$ cat src/rtl/dual_parity_block_generator_top_macros.svh
// Assertion macros for the dual parity block generator.
`ifndef DUAL_PARITY_BLOCK_GENERATOR_TOP_MACROS_SVH
`define DUAL_PARITY_BLOCK_GENERATOR_TOP_MACROS_SVH

`ifndef SYNTHESIS
`define DPBG_ASSERT_SAME(label, clk, rst_n, ante, cons) \
  label: assert property (@(posedge clk) disable iff (!(rst_n)) (ante) |-> (cons)) \
    else $error("dpbg assertion failed");
`define DPBG_ASSERT_NEXT(label, clk, rst_n, ante, cons) \
  label: assert property (@(posedge clk) disable iff (!(rst_n)) (ante) |=> (cons)) \
    else $error("dpbg assertion failed");
`else
`define DPBG_ASSERT_SAME(label, clk, rst_n, ante, cons)
`define DPBG_ASSERT_NEXT(label, clk, rst_n, ante, cons)
`endif

`endif

$ cat src/rtl/dpbg_pkg.sv
// Shared constants, types and GF(2^8) arithmetic for the dual parity block generator.
`default_nettype none
package dpbg_pkg;

  localparam int LaneCount = 8;
  localparam int ByteBits = 8;
  localparam int SymBits = LaneCount * ByteBits;
  localparam int IndexBits = 32;
  localparam int StartBits = 32;
  localparam int CountBits = 8;
  localparam int AddrBits = 3;

  localparam logic [ByteBits-1:0] GfReduce = 8'h1d;
  localparam logic [ByteBits-1:0] GfTop = 8'h80;
  localparam logic [CountBits-1:0] BlockLenReset = 8'd64;

  localparam logic [AddrBits-3:0] RegBlockLength = 1'b0;

  typedef struct packed {
    logic [StartBits-1:0] start;
    logic [CountBits-1:0] count;
    logic                 last;
  } blk_meta_t;

  function automatic logic [ByteBits-1:0] gf_mul(input logic [ByteBits-1:0] a,
                                                 input logic [ByteBits-1:0] b);
    logic [ByteBits-1:0] acc;
    logic [ByteBits-1:0] x;
    acc = '0;
    x = a;
    for (int i = 0; i < ByteBits; i++) begin
      if (b[i]) begin
        acc = acc ^ x;
      end
      if ((x & GfTop) != '0) begin
        x = {x[ByteBits-2:0], 1'b0} ^ GfReduce;
      end else begin
        x = {x[ByteBits-2:0], 1'b0};
      end
    end
    return acc;
  endfunction

endpackage
`default_nettype wire

$ cat src/rtl/dpbg_if.sv
// Streaming channel interfaces for symbols in and parity blocks out.
`default_nettype none
interface dpbg_sym_if;
  logic        valid;
  logic        ready;
  logic [63:0] symbol;
  logic        end_of_trail;

  modport source (output valid, output symbol, output end_of_trail, input ready);
  modport sink (input valid, input symbol, input end_of_trail, output ready);
endinterface

interface dpbg_blk_if;
  logic        valid;
  logic        ready;
  logic [63:0] p_parity;
  logic [63:0] q_parity;
  logic [31:0] block_start;
  logic [7:0]  symbol_count;
  logic        final_block;

  modport source (output valid, output p_parity, output q_parity, output block_start,
                  output symbol_count, output final_block, input ready);
  modport sink (input valid, input p_parity, input q_parity, input block_start,
                input symbol_count, input final_block, output ready);
endinterface
`default_nettype wire

$ cat src/rtl/dpbg_lane.sv
// One byte lane: P and Q accumulators with a GF(2^8) scaler.
`default_nettype none
module dpbg_lane (
  input  wire logic                          clk_i,
  input  wire logic                          rst_ni,
  input  wire logic                          fire_i,
  input  wire logic                          close_i,
  input  wire logic [dpbg_pkg::ByteBits-1:0] byte_i,
  input  wire logic [dpbg_pkg::ByteBits-1:0] coeff_i,
  output logic      [dpbg_pkg::ByteBits-1:0] p_o,
  output logic      [dpbg_pkg::ByteBits-1:0] q_o
);
  import dpbg_pkg::*;

  logic [ByteBits-1:0] p_q, p_d;
  logic [ByteBits-1:0] q_q, q_d;

  assign p_o = p_q ^ byte_i;
  assign q_o = q_q ^ gf_mul(coeff_i, byte_i);

  always_comb begin
    p_d = p_q;
    q_d = q_q;
    if (fire_i) begin
      if (close_i) begin
        p_d = '0;
        q_d = '0;
      end else begin
        p_d = p_o;
        q_d = q_o;
      end
    end
  end

  always_ff @(posedge clk_i or negedge rst_ni) begin
    if (!rst_ni) begin
      p_q <= '0;
      q_q <= '0;
    end else begin
      p_q <= p_d;
      q_q <= q_d;
    end
  end
endmodule
`default_nettype wire

$ cat src/rtl/dpbg_merge.sv
// Merge stage: gather lane parities into a block result and hold it in the output register.
`default_nettype none
module dpbg_merge (
  input  wire logic                          clk_i,
  input  wire logic                          rst_ni,
  input  wire logic                          load_i,
  input  wire logic [dpbg_pkg::ByteBits-1:0] p_i [dpbg_pkg::LaneCount],
  input  wire logic [dpbg_pkg::ByteBits-1:0] q_i [dpbg_pkg::LaneCount],
  input  wire dpbg_pkg::blk_meta_t           meta_i,
  output logic                               space_o,
  dpbg_blk_if.source                         out_o
);
  import dpbg_pkg::*;

  logic                 valid_q, valid_d;
  logic [SymBits-1:0]   p_q, p_d;
  logic [SymBits-1:0]   q_q, q_d;
  blk_meta_t            meta_q;

  assign space_o = !valid_q || out_o.ready;

  always_comb begin
    for (int k = 0; k < LaneCount; k++) begin
      p_d[k*ByteBits +: ByteBits] = p_i[k];
      q_d[k*ByteBits +: ByteBits] = q_i[k];
    end
    valid_d = valid_q;
    if (load_i) begin
      valid_d = 1'b1;
    end else if (out_o.ready) begin
      valid_d = 1'b0;
    end
  end

  always_ff @(posedge clk_i or negedge rst_ni) begin
    if (!rst_ni) begin
      valid_q <= 1'b0;
    end else begin
      valid_q <= valid_d;
    end
  end

  always_ff @(posedge clk_i) begin
    if (load_i) begin
      p_q    <= p_d;
      q_q    <= q_d;
      meta_q <= meta_i;
    end
  end

  assign out_o.valid        = valid_q;
  assign out_o.p_parity     = p_q;
  assign out_o.q_parity     = q_q;
  assign out_o.block_start  = meta_q.start;
  assign out_o.symbol_count = meta_q.count;
  assign out_o.final_block  = meta_q.last;
endmodule
`default_nettype wire

$ cat src/rtl/dual_parity_block_generator_top.sv
// Top level of the dual parity block generator: APB register, block control, lanes, merge.
// Takes one 64-bit symbol per cycle; eight byte lanes accumulate P and Q side by side.
// A result is valid in the cycle after the symbol that closes its block is taken.
// Throughput is one symbol per cycle; input stalls only while the output register is full
// and not being taken.
// Reset clears the accumulators, counters and output valid, and sets block_length to 64.
`default_nettype none
module dual_parity_block_generator_top (
  input  wire logic                          clk_i,
  input  wire logic                          rst_ni,
  input  wire logic                          psel,
  input  wire logic                          penable,
  input  wire logic                          pwrite,
  input  wire logic [dpbg_pkg::AddrBits-1:0] paddr,
  input  wire logic [31:0]                   pwdata,
  output logic      [31:0]                   prdata,
  output logic                               pready,
  dpbg_sym_if.sink                           in_i,
  dpbg_blk_if.source                         out_o
);
  import dpbg_pkg::*;

  `include "dual_parity_block_generator_top_macros.svh"

  logic [CountBits-1:0] blk_len_q;
  logic [CountBits-1:0] pos_q, pos_d;
  logic [IndexBits-1:0] trail_q, trail_d;
  logic [IndexBits-1:0] start_q, start_d;
  logic [CountBits-1:0] count;
  logic                 space;
  logic                 accept;
  logic                 fire;
  logic                 close;
  logic                 reg_sel;
  blk_meta_t            meta;
  logic [ByteBits-1:0]  lane_p [LaneCount];
  logic [ByteBits-1:0]  lane_q [LaneCount];

  assign pready  = 1'b1;
  assign reg_sel = paddr[AddrBits-1:2] == RegBlockLength;
  assign prdata  = reg_sel ? 32'(blk_len_q) : '0;

  always_ff @(posedge clk_i or negedge rst_ni) begin
    if (!rst_ni) begin
      blk_len_q <= BlockLenReset;
    end else if (psel && penable && pwrite && reg_sel) begin
      blk_len_q <= pwdata[CountBits-1:0];
    end
  end

  assign in_i.ready = space;
  assign accept     = in_i.valid && in_i.ready;
  assign fire       = accept && (blk_len_q != '0);
  assign count      = pos_q + CountBits'(1);
  assign close      = (count >= blk_len_q) || in_i.end_of_trail;

  always_comb begin
    pos_d   = pos_q;
    trail_d = trail_q;
    start_d = start_q;
    if (fire) begin
      trail_d = in_i.end_of_trail ? '0 : trail_q + IndexBits'(1);
      if (close) begin
        pos_d   = '0;
        start_d = trail_d;
      end else begin
        pos_d = count;
      end
    end
  end

  always_ff @(posedge clk_i or negedge rst_ni) begin
    if (!rst_ni) begin
      pos_q   <= '0;
      trail_q <= '0;
      start_q <= '0;
    end else begin
      pos_q   <= pos_d;
      trail_q <= trail_d;
      start_q <= start_d;
    end
  end

  for (genvar k = 0; k < LaneCount; k++) begin : g_lane
    dpbg_lane u_lane (
      .clk_i   (clk_i),
      .rst_ni  (rst_ni),
      .fire_i  (fire),
      .close_i (close),
      .byte_i  (in_i.symbol[k*ByteBits +: ByteBits]),
      .coeff_i (count),
      .p_o     (lane_p[k]),
      .q_o     (lane_q[k])
    );
  end

  assign meta.start = StartBits'(start_q);
  assign meta.count = count;
  assign meta.last  = in_i.end_of_trail;

  dpbg_merge u_merge (
    .clk_i   (clk_i),
    .rst_ni  (rst_ni),
    .load_i  (fire && close),
    .p_i     (lane_p),
    .q_i     (lane_q),
    .meta_i  (meta),
    .space_o (space),
    .out_o   (out_o)
  );

  `DPBG_ASSERT_SAME(a_pos_bound, clk_i, rst_ni, 1'b1, pos_q != '1)
  `DPBG_ASSERT_NEXT(a_close_clears, clk_i, rst_ni, fire && close, pos_q == '0 && out_o.valid)
  `DPBG_ASSERT_SAME(a_stall_blocks, clk_i, rst_ni, out_o.valid && !out_o.ready, !in_i.ready)
  `DPBG_ASSERT_NEXT(a_trail_restart, clk_i, rst_ni, fire && in_i.end_of_trail,
                    trail_q == '0 && start_q == '0)
endmodule
`default_nettype wire
$ cat src/flat_wrapper.sv
// flat-port wrapper written by rule: the top's interface ports become plain ports
module dual_parity_block_generator_top_flat import dpbg_pkg::*;
  (clk_i, rst_ni, psel, penable, pwrite, paddr, pwdata, prdata, pready, in_i_valid, in_i_symbol, in_i_end_of_trail, in_i_ready, out_o_valid, out_o_p_parity, out_o_q_parity, out_o_block_start, out_o_symbol_count, out_o_final_block, out_o_ready);
  dpbg_sym_if in_i_i ();
  dpbg_blk_if out_o_i ();
  input  wire logic clk_i;
  input  wire logic rst_ni;
  input  wire logic psel;
  input  wire logic penable;
  input  wire logic pwrite;
  input  wire logic [dpbg_pkg::AddrBits-1:0] paddr;
  input  wire logic [31:0] pwdata;
  output logic      [31:0] prdata;
  output logic pready;
  input wire logic [$bits(in_i_i.valid)-1:0] in_i_valid;
  input wire logic [$bits(in_i_i.symbol)-1:0] in_i_symbol;
  input wire logic [$bits(in_i_i.end_of_trail)-1:0] in_i_end_of_trail;
  output wire logic [$bits(in_i_i.ready)-1:0] in_i_ready;
  output wire logic [$bits(out_o_i.valid)-1:0] out_o_valid;
  output wire logic [$bits(out_o_i.p_parity)-1:0] out_o_p_parity;
  output wire logic [$bits(out_o_i.q_parity)-1:0] out_o_q_parity;
  output wire logic [$bits(out_o_i.block_start)-1:0] out_o_block_start;
  output wire logic [$bits(out_o_i.symbol_count)-1:0] out_o_symbol_count;
  output wire logic [$bits(out_o_i.final_block)-1:0] out_o_final_block;
  input wire logic [$bits(out_o_i.ready)-1:0] out_o_ready;
  assign in_i_i.valid = in_i_valid;
  assign in_i_i.symbol = in_i_symbol;
  assign in_i_i.end_of_trail = in_i_end_of_trail;
  assign in_i_ready = in_i_i.ready;
  assign out_o_valid = out_o_i.valid;
  assign out_o_p_parity = out_o_i.p_parity;
  assign out_o_q_parity = out_o_i.q_parity;
  assign out_o_block_start = out_o_i.block_start;
  assign out_o_symbol_count = out_o_i.symbol_count;
  assign out_o_final_block = out_o_i.final_block;
  assign out_o_i.ready = out_o_ready;
  dual_parity_block_generator_top u_core (.clk_i(clk_i), .rst_ni(rst_ni), .psel(psel), .penable(penable), .pwrite(pwrite), .paddr(paddr), .pwdata(pwdata), .prdata(prdata), .pready(pready), .in_i(in_i_i), .out_o(out_o_i));
endmodule
$ cat config.mk
export PLATFORM = sky130hd
export DESIGN_NAME = dual_parity_block_generator_top_flat
export DESIGN_NICKNAME = d
export VERILOG_FILES = /design/src/rtl/dpbg_pkg.sv /design/src/rtl/dpbg_if.sv /design/src/rtl/dpbg_lane.sv /design/src/rtl/dpbg_merge.sv /design/src/rtl/dual_parity_block_generator_top.sv /design/src/flat_wrapper.sv
export VERILOG_INCLUDE_DIRS = /design/src /design/src/rtl
export SDC_FILE = /design/constraint.sdc
export NUM_CORES = 1
export LEC_CHECK = 0
export BUFFER_PORTS_ARGS = -buffer_cell sky130_fd_sc_hd__buf_2
export CAP_MARGIN = 10
export CORE_ASPECT_RATIO = 1.1
export CORE_UTILIZATION = 35
export DETAILED_ROUTE_END_ITERATION = 8
export PLACE_DENSITY_LB_ADDON = 0.08
export SKIP_CTS_REPAIR_TIMING = 1
export SYNTH_ARGS = -nofsm -noshare
export SYNTH_HDL_FRONTEND = slang
export SYNTH_SLANG_ARGS = --single-unit
$ cat constraint.sdc
create_clock -name clk_i -period 11.2 [get_ports clk_i]
set_input_delay 1.12 -clock clk_i [delete_from_list [all_inputs] [get_ports clk_i]]
set_output_delay 1.12 -clock clk_i [all_outputs]
set_load 0.05 [all_outputs]
Word-level counts from Yosys, hierarchy flattened
Index checks and enable logic that the tools add are counted.
Storage, ports and cells
  register bits: 378
  bits in latches: 0
  RAM bits: 0
  ROM bits: 0
  bits of input ports: 107
  output and inout port bits: 204
  logic and storage cells: 213
  memories kept: 0
Cells by class
  $add $sub $neg: 2
  $mul: 0
  divide/modulo/power cells: 0
  magnitude comparators: 1
  eq/ne operators: 0
  shift-type cells: 0
  multiplexer cells: 92
  bitwise logic cells: 80
  reductions and logical operators: 12
Operator list (number)
  $mux 8: 82
  $xor 8x8->8: 72
  $mux 5: 7
  $add 32x1->32 const B: 1
  $mux 32: 1
  $not 4->4: 7
  $add 8x1->8 const B: 1
  $ge 8x8->1: 1
  $reduce_bool 8->1: 1
  $logic_and 1x1->1: 6
  $logic_or 1x1->1: 2
  $mux 1: 2
  $reduce_and 2->1: 1
  $reduce_bool 2->1: 1
  $logic_not 1->1: 1
  $not 1->1: 1

Logic depth before layout (Yosys ltp)
  word-level depth: 19
  gate-level depth with buffers: 15
  mapped depth without buffers: 11

Hierarchy
From an unflattened synthesis, not the netlist that was laid out.
Unflattened totals
  cell total of the unflattened synthesis: 2677
  area total of the unflattened synthesis: 26133.8 µm²
By module, submodules not included
  dpbg_lane (u_core.g_lane[1].u_lane ...): times used 7, cells each 250, area an instance 2054.5 µm², seq. area each 400.4 µm²
  dpbg_merge: times used 1, cells each 172, area an instance 5122.4 µm², seq. area each 5099.9 µm²
  dual_parity_block_generator_top: times used 1, cells each 503, area an instance 4550.6 µm², seq. area each 2003.2 µm²
  dpbg_lane (u_core.g_lane[0].u_lane): times used 1, cells each 252, area an instance 2079.5 µm², seq. area each 400.4 µm²

Worst setup path before layout
Ideal clock, no wire load.
  kind: flip-flop to flip-flop
  start point: register u_core.pos_q[0]
  end point: register u_core.u_merge.meta_q (netlist bit u_core.u_merge.out_o.block_start[0]) (enable)
  setup time: 0.520 ns
  data arrival time: 6.378 ns
  data required time: 10.680 ns
  setup slack: 4.301 ns
  cell stages (with the launch flop): 15
  buffers on the path: 6
  period minus slack after synthesis: 6.899 ns
  cells stage by stage: dfrtp_1 > buf_2 > and3_1 > clkbuf_2 > xnor2_1 > clkbuf_1 > clkbuf_1 > ha_1 > nor2b_1 > o21ai_0 > a22oi_1 > nand2_1 > clkbuf_1 > clkbuf_1 > inv_1
On the way
  word-level cells in the longest chain between the ends: 4
Ends and longest elaborated chain
  from (decl): RTL line dual_parity_block_generator_top.sv:26  | logic [CountBits-1:0] pos_q, pos_d;
  from (signal assigned): RTL line dual_parity_block_generator_top.sv:78  | pos_q <= pos_d;
  $add 8x1->8: RTL line dual_parity_block_generator_top.sv:54  | assign count = pos_q + CountBits'(1);
  net u_core.count[3]: RTL line dual_parity_block_generator_top.sv:29  | logic [CountBits-1:0] count;
  $ge 8x8->1: RTL line dual_parity_block_generator_top.sv:55  | assign close = (count >= blk_len_q) || in_i.end_of_trail;
  $logic_or 1x1->1: RTL line dual_parity_block_generator_top.sv:55
  $logic_and 1x1->1: RTL line dual_parity_block_generator_top.sv:104  | .load_i (fire && close),
  net u_core.u_merge.load_i: RTL line dpbg_merge.sv:6  | input wire logic load_i,
  to (signal assigned): RTL line dpbg_merge.sv:47  | meta_q <= meta_i;
  to (decl): RTL line dpbg_merge.sv:18  | blk_meta_t meta_q;
The timed path passes the listed nets, and every way through them passes these cells.
A chain may end at the register's enable or synchronous reset.

Final worst setup path
  start point: register u_core.pos_q[1]
  end point: register u_core.u_merge.q_q[43] (netlist: u_core.u_merge.out_o.q_parity[43]), data pin
On the way
  word-level cells in the longest chain between the ends: 18
  elaborated cells on any way between the ends: 31
  those cells by class: 1 x add/sub; 15 x mux; 15 x bitwise
Ends and longest elaborated chain
  $add 8x1->8 *: RTL line dual_parity_block_generator_top.sv:54
  $not 4->4 (no source line)
  $mux 5: RTL line dpbg_pkg.sv:35  | if ((x & GfTop) != '0) begin
  $xor 8x8->8 / $not 4->4 (equally long branches)
  $mux 8 / $mux 5 (equally long branches): RTL line dpbg_pkg.sv:32, dpbg_pkg.sv:35
  $xor 8x8->8: RTL line dpbg_pkg.sv:33  | acc = acc ^ x;
  $mux 8: RTL line dpbg_pkg.sv:32  | if (b[i]) begin
  $xor 8x8->8: RTL line dpbg_pkg.sv:33
  [... 3 more ...]
  $xor 8x8->8: RTL line dpbg_pkg.sv:33
  $mux 8: RTL line dpbg_pkg.sv:32
  $xor 8x8->8: RTL line dpbg_pkg.sv:33
  $mux 8: RTL line dpbg_pkg.sv:32
  $xor 8x8->8: RTL line dpbg_pkg.sv:33
  $mux 8 *: RTL line dpbg_pkg.sv:32
  $xor 8x8->8 *: RTL line dpbg_lane.sv:19  | assign q_o = q_q ^ gf_mul(coeff_i, byte_i);
  net u_core.g_lane[5].u_lane.q_o (one bit): RTL line dpbg_lane.sv:11  | output logic [dpbg_pkg::ByteBits-1:0] q_o
  to (signal assigned): RTL line dpbg_merge.sv:46  | q_q <= q_d;
  to (decl): RTL line dpbg_merge.sv:17  | logic [SymBits-1:0] q_q, q_d;
The timed path passes the listed nets; every way through them passes the cells marked *.

==> impl_metrics.json <==
{
  "outcome": "finished clean",
  "portBuffers": 259,
  "timing.critical_path.from_type": "register",
  "die_area_sq_um": 69700,
  "die_width_um": 252,
  "area_growth_pct": 14.5,
  "global_route.usage.total_pct": 24.1,
  "worst_path_max_delay_cell": "sky130_fd_sc_hd__dfrtp_1",
  "tritoncts": "yes",
  "postSynthCellCount": 2519,
  "timing.final.hold_violations": 0,
  "met2RoutedLength_um": 40200,
  "cts-buffers-inserted": 46,
  "routed_wl_um": 84300,
  "routedWlPerCell_um": 23.4,
  "synthesis.area_sq_um": 24000,
  "dp.final_hpwl_um": 52700,
  "ir_worst_vdd_mv": 0.138,
  "clockBufferDepth": 3,
  "die_h_um": 277,
  "postSynth.topFlopCell": "sky130_fd_sc_hd__dfrtp_1",
  "crit_buf_inv": 3,
  "vias_per_cell": 5.29,
  "vias": 19100,
  "timing.final.crit_share_pct": 55.2,
  "htree_num_levels": 2,
  "crit_path_cell_trace": "ha_1 -> nand3_2 -> o21a_1 -> nor2_4 -> inv_2 -> xnor3_1 -> buf_4 -> xor2_1 -> buf_4 -> nand2_1 -> xor2_1",
  "antenna_found_initial": 2,
  "drc_errors": 0,
  "nets": 2770,
  "design_power_total_uw": 8180,
  "n_antenna_cell": 0,
  "clock-root-buffer": "sky130_fd_sc_hd__clkbuf_16",
  "drt_pre_antenna_iters": 5,
  "timing.hold.worst.class": "input pin to asynchronous set/reset pin",
  "power_density_nw_per_um2": 298,
  "total_leakage_power_uw": 0.0111,
  "max_clock_freq_ghz": 0.162,
  "setup_viol": 0,
  "worst-path-max-fanout": 26,
  "synth.area.top_cells": "sky130_fd_sc_hd__dfrtp_1 22%, sky130_fd_sc_hd__edfxtp_1 21%, sky130_fd_sc_hd__xnor2_1 10%",
  "post-route-min-period_ns": 6.19,
  "top_level_ports": 311,
  "yosysWarningCount": 0,
  "tightest_slew_ns": 1.18,
  "cap_viol_max_count": 0,
  "synth_commonest_cells": "552 x sky130_fd_sc_hd__nand2_1, 285 x sky130_fd_sc_hd__xnor2_1, 208 x sky130_fd_sc_hd__dfrtp_1, 201 x sky130_fd_sc_hd__xor2_1, 188 x sky130_fd_sc_hd__o21ai_0",
  "post-route-worst-setup-slack_ns": 5.01,
  "cts.reportedPaths.clkPinSlew_ns": 0.07,
  "met3RoutedLength_um": 5080,
  "max_slew_margin_vs_limit_pct": 20.9,
  "highest_layer": "met5",
  "dp_slack_ns": 5.19,
  "rsz_0062_raised_after_global_routing": "no",
  "synth_area_per_cell_sq_um": 9.53,
  "timing.critical_path.arrival_ns": 6.53,
  "cp_data_required_time_ns": 11.54,
  "clock-sinks": 378,
  "drt.antenna.violating_nets": 0,
  "core_box_area_sq_um": 67800,
  "largest_net_degree_at_the_start_of_global_routing": 87,
  "clock_latency_ns": 0.62,
  "grt_pass1_vias": 19000,
  "synth_cell_types": 67,
  "cp_top_family": "XOR/XNOR gates",
  "starting_density_of_the_core_pct": 35.4,
  "gp_routability_congestion": 0.841,
  "ys_ff_latch": 378,
  "async_set_or_reset_flop_fraction_in_the_synthesized_netlist_pct": 55.3,
  "ys_seq_area_share_pct": 42.9,
  "finClkSkew_ns": 0.0201,
  "synth_enable_flop_cells": 169,
  "yosys.cell_count.top_type": "sky130_fd_sc_hd__nand2_1",
  "critPathKind": "register to register",
  "top_area_cell_type_share_of_the_netlist_area_pct": 21.7,
  "synth.largest_area_cell": "sky130_fd_sc_hd__dfrtp_1",
  "grt-ovfl-total": 0,
  "worst_path_largest_cell_delay_ns": 0.94,
  "critical_path_cell_count": 11,
  "wl_met1_um": 36700,
  "row_count": 100,
  "worst-r2r-cell-count": 11,
  "timing.setup.tns_ns": 0,
  "final-max-slew-violation-count": 0,
  "post_route_cells_drive_above_1_share_pct": 16.1,
  "critical_path.endpoint_type": "register",
  "grt_pass1_wl_um": 125000,
  "drt_first_iter_violations": 1594,
  "finish.utilization_pct": 40.5
}
metrics by stage:
step	cell area, sq um	hold slack (ns)	instances
final	27500	0.415	3610
after global routing	27500	0.444	3610
after CTS	27500	0.426	3609
after detailed placement	25900	0.430	3524
after global placement	25900	0.432	3523
after floorplan	24100	0.425	2542
area by class of cell:
cell class | count | area (sq um)
tap | 918 | 1150
inverter | 24 | 97.6
clock buffer | 61 | 1250
timing repair buffer | 300 | 1630
sequential | 378 | 10300
fill | 6708 | 40300
multi-input combinational | 1905 | 12800
clock inverter | 24 | 289
registers in the layout (all words and copies together) (netlist names):
signal                             flops
u_core.blk_len_q                       8
u_core.g_lane.u_lane.p_q              64
u_core.g_lane.u_lane.q_q              64
u_core.pos_q                           8
u_core.start_q                        32
u_core.trail_q                        32
u_core.u_merge.out_o.block_start      32
u_core.u_merge.out_o.final_block       1
u_core.u_merge.out_o.p_parity         64
u_core.u_merge.out_o.q_parity         64
u_core.u_merge.out_o.symbol_count      8
u_core.u_merge.out_o.valid             1
path summary, 6_finish.rpt:
| check | end | slack [ns] | start |
|---|---|---|---|
| setup / recovery | u_core.u_merge.out_o.q_parity[43] | 5.01 | u_core.pos_q[1] |
| hold / removal | u_core.g_lane[3].u_lane.p_q[4] | 0.42 | rst_ni |
| setup reg to reg | u_core.u_merge.out_o.q_parity[43] | 5.01 | u_core.pos_q[1] |
| hold reg to reg | u_core.u_merge.out_o.block_start[16] | 0.44 | u_core.start_q[16] |
| max in group asynchronous | u_core.blk_len_q[4] | 8.74 | rst_ni |
| min in group clk_i | u_core.u_merge.out_o.block_start[16] | 0.44 | u_core.start_q[16] |
where the power goes:
part	switching [uW]	internal, uW
sequential	248	2050
combinational	2710	1610
clock	657	906
metal layers:
| layer | global-route usage [%] | up-vias |
|---|---|---|
| met1 | 32.3 | 9501 |
| met5 | 0 | - |
| met3 | 3.70 | 148 |
| met2 | 39.8 | 673 |
| li1 | - | 8788 |
| met4 | 7.36 | 4 |
logic make-up (layout without fill, tap and decap cells):
group	Yosys count	count (layout)	synth area share, %
DFF	378	378	42.9
buffers and inverters	259	409	4.61
other	2	25	0.0313
adders and majority gates	8	8	0.417
muxes	35	35	1.54
AOI/OAI and AO/OA	523	523	13.7
xor gates and xnor gates	538	538	22.5
and+or+nand+nor	776	776	14.3
cell usage in the layout, fill, tap and decap left out, types with 16 or more instances in the layout:
cell                        synthesis  layout
sky130_fd_sc_hd__nand2_1          552     551
sky130_fd_sc_hd__xnor2_1          285     281
sky130_fd_sc_hd__mux2i_1           19      19
sky130_fd_sc_hd__xor2_1           201     201
sky130_fd_sc_hd__xnor3_1           43      43
sky130_fd_sc_hd__mux2_2            16      16
sky130_fd_sc_hd__a21oi_1          129     128
sky130_fd_sc_hd__dfrtp_1          208     208
sky130_fd_sc_hd__buf_2             23     258
sky130_fd_sc_hd__a22oi_1           17      16
sky130_fd_sc_hd__o21ai_0          188     188
sky130_fd_sc_hd__and3_1            17      16
sky130_fd_sc_hd__nand3b_1          56      56
sky130_fd_sc_hd__o211ai_1          16      16
sky130_fd_sc_hd__nor2_1            61      60
sky130_fd_sc_hd__conb_1             2      25
sky130_fd_sc_hd__clkbuf_16          0      46
sky130_fd_sc_hd__nand3_1           26      25
sky130_fd_sc_hd__buf_4             28      39
sky130_fd_sc_hd__o31ai_1           61      61
sky130_fd_sc_hd__inv_1             18      17
sky130_fd_sc_hd__edfxtp_1         169     169
sky130_fd_sc_hd__a22o_1            67      67
(Power assumes the default switching activity.)
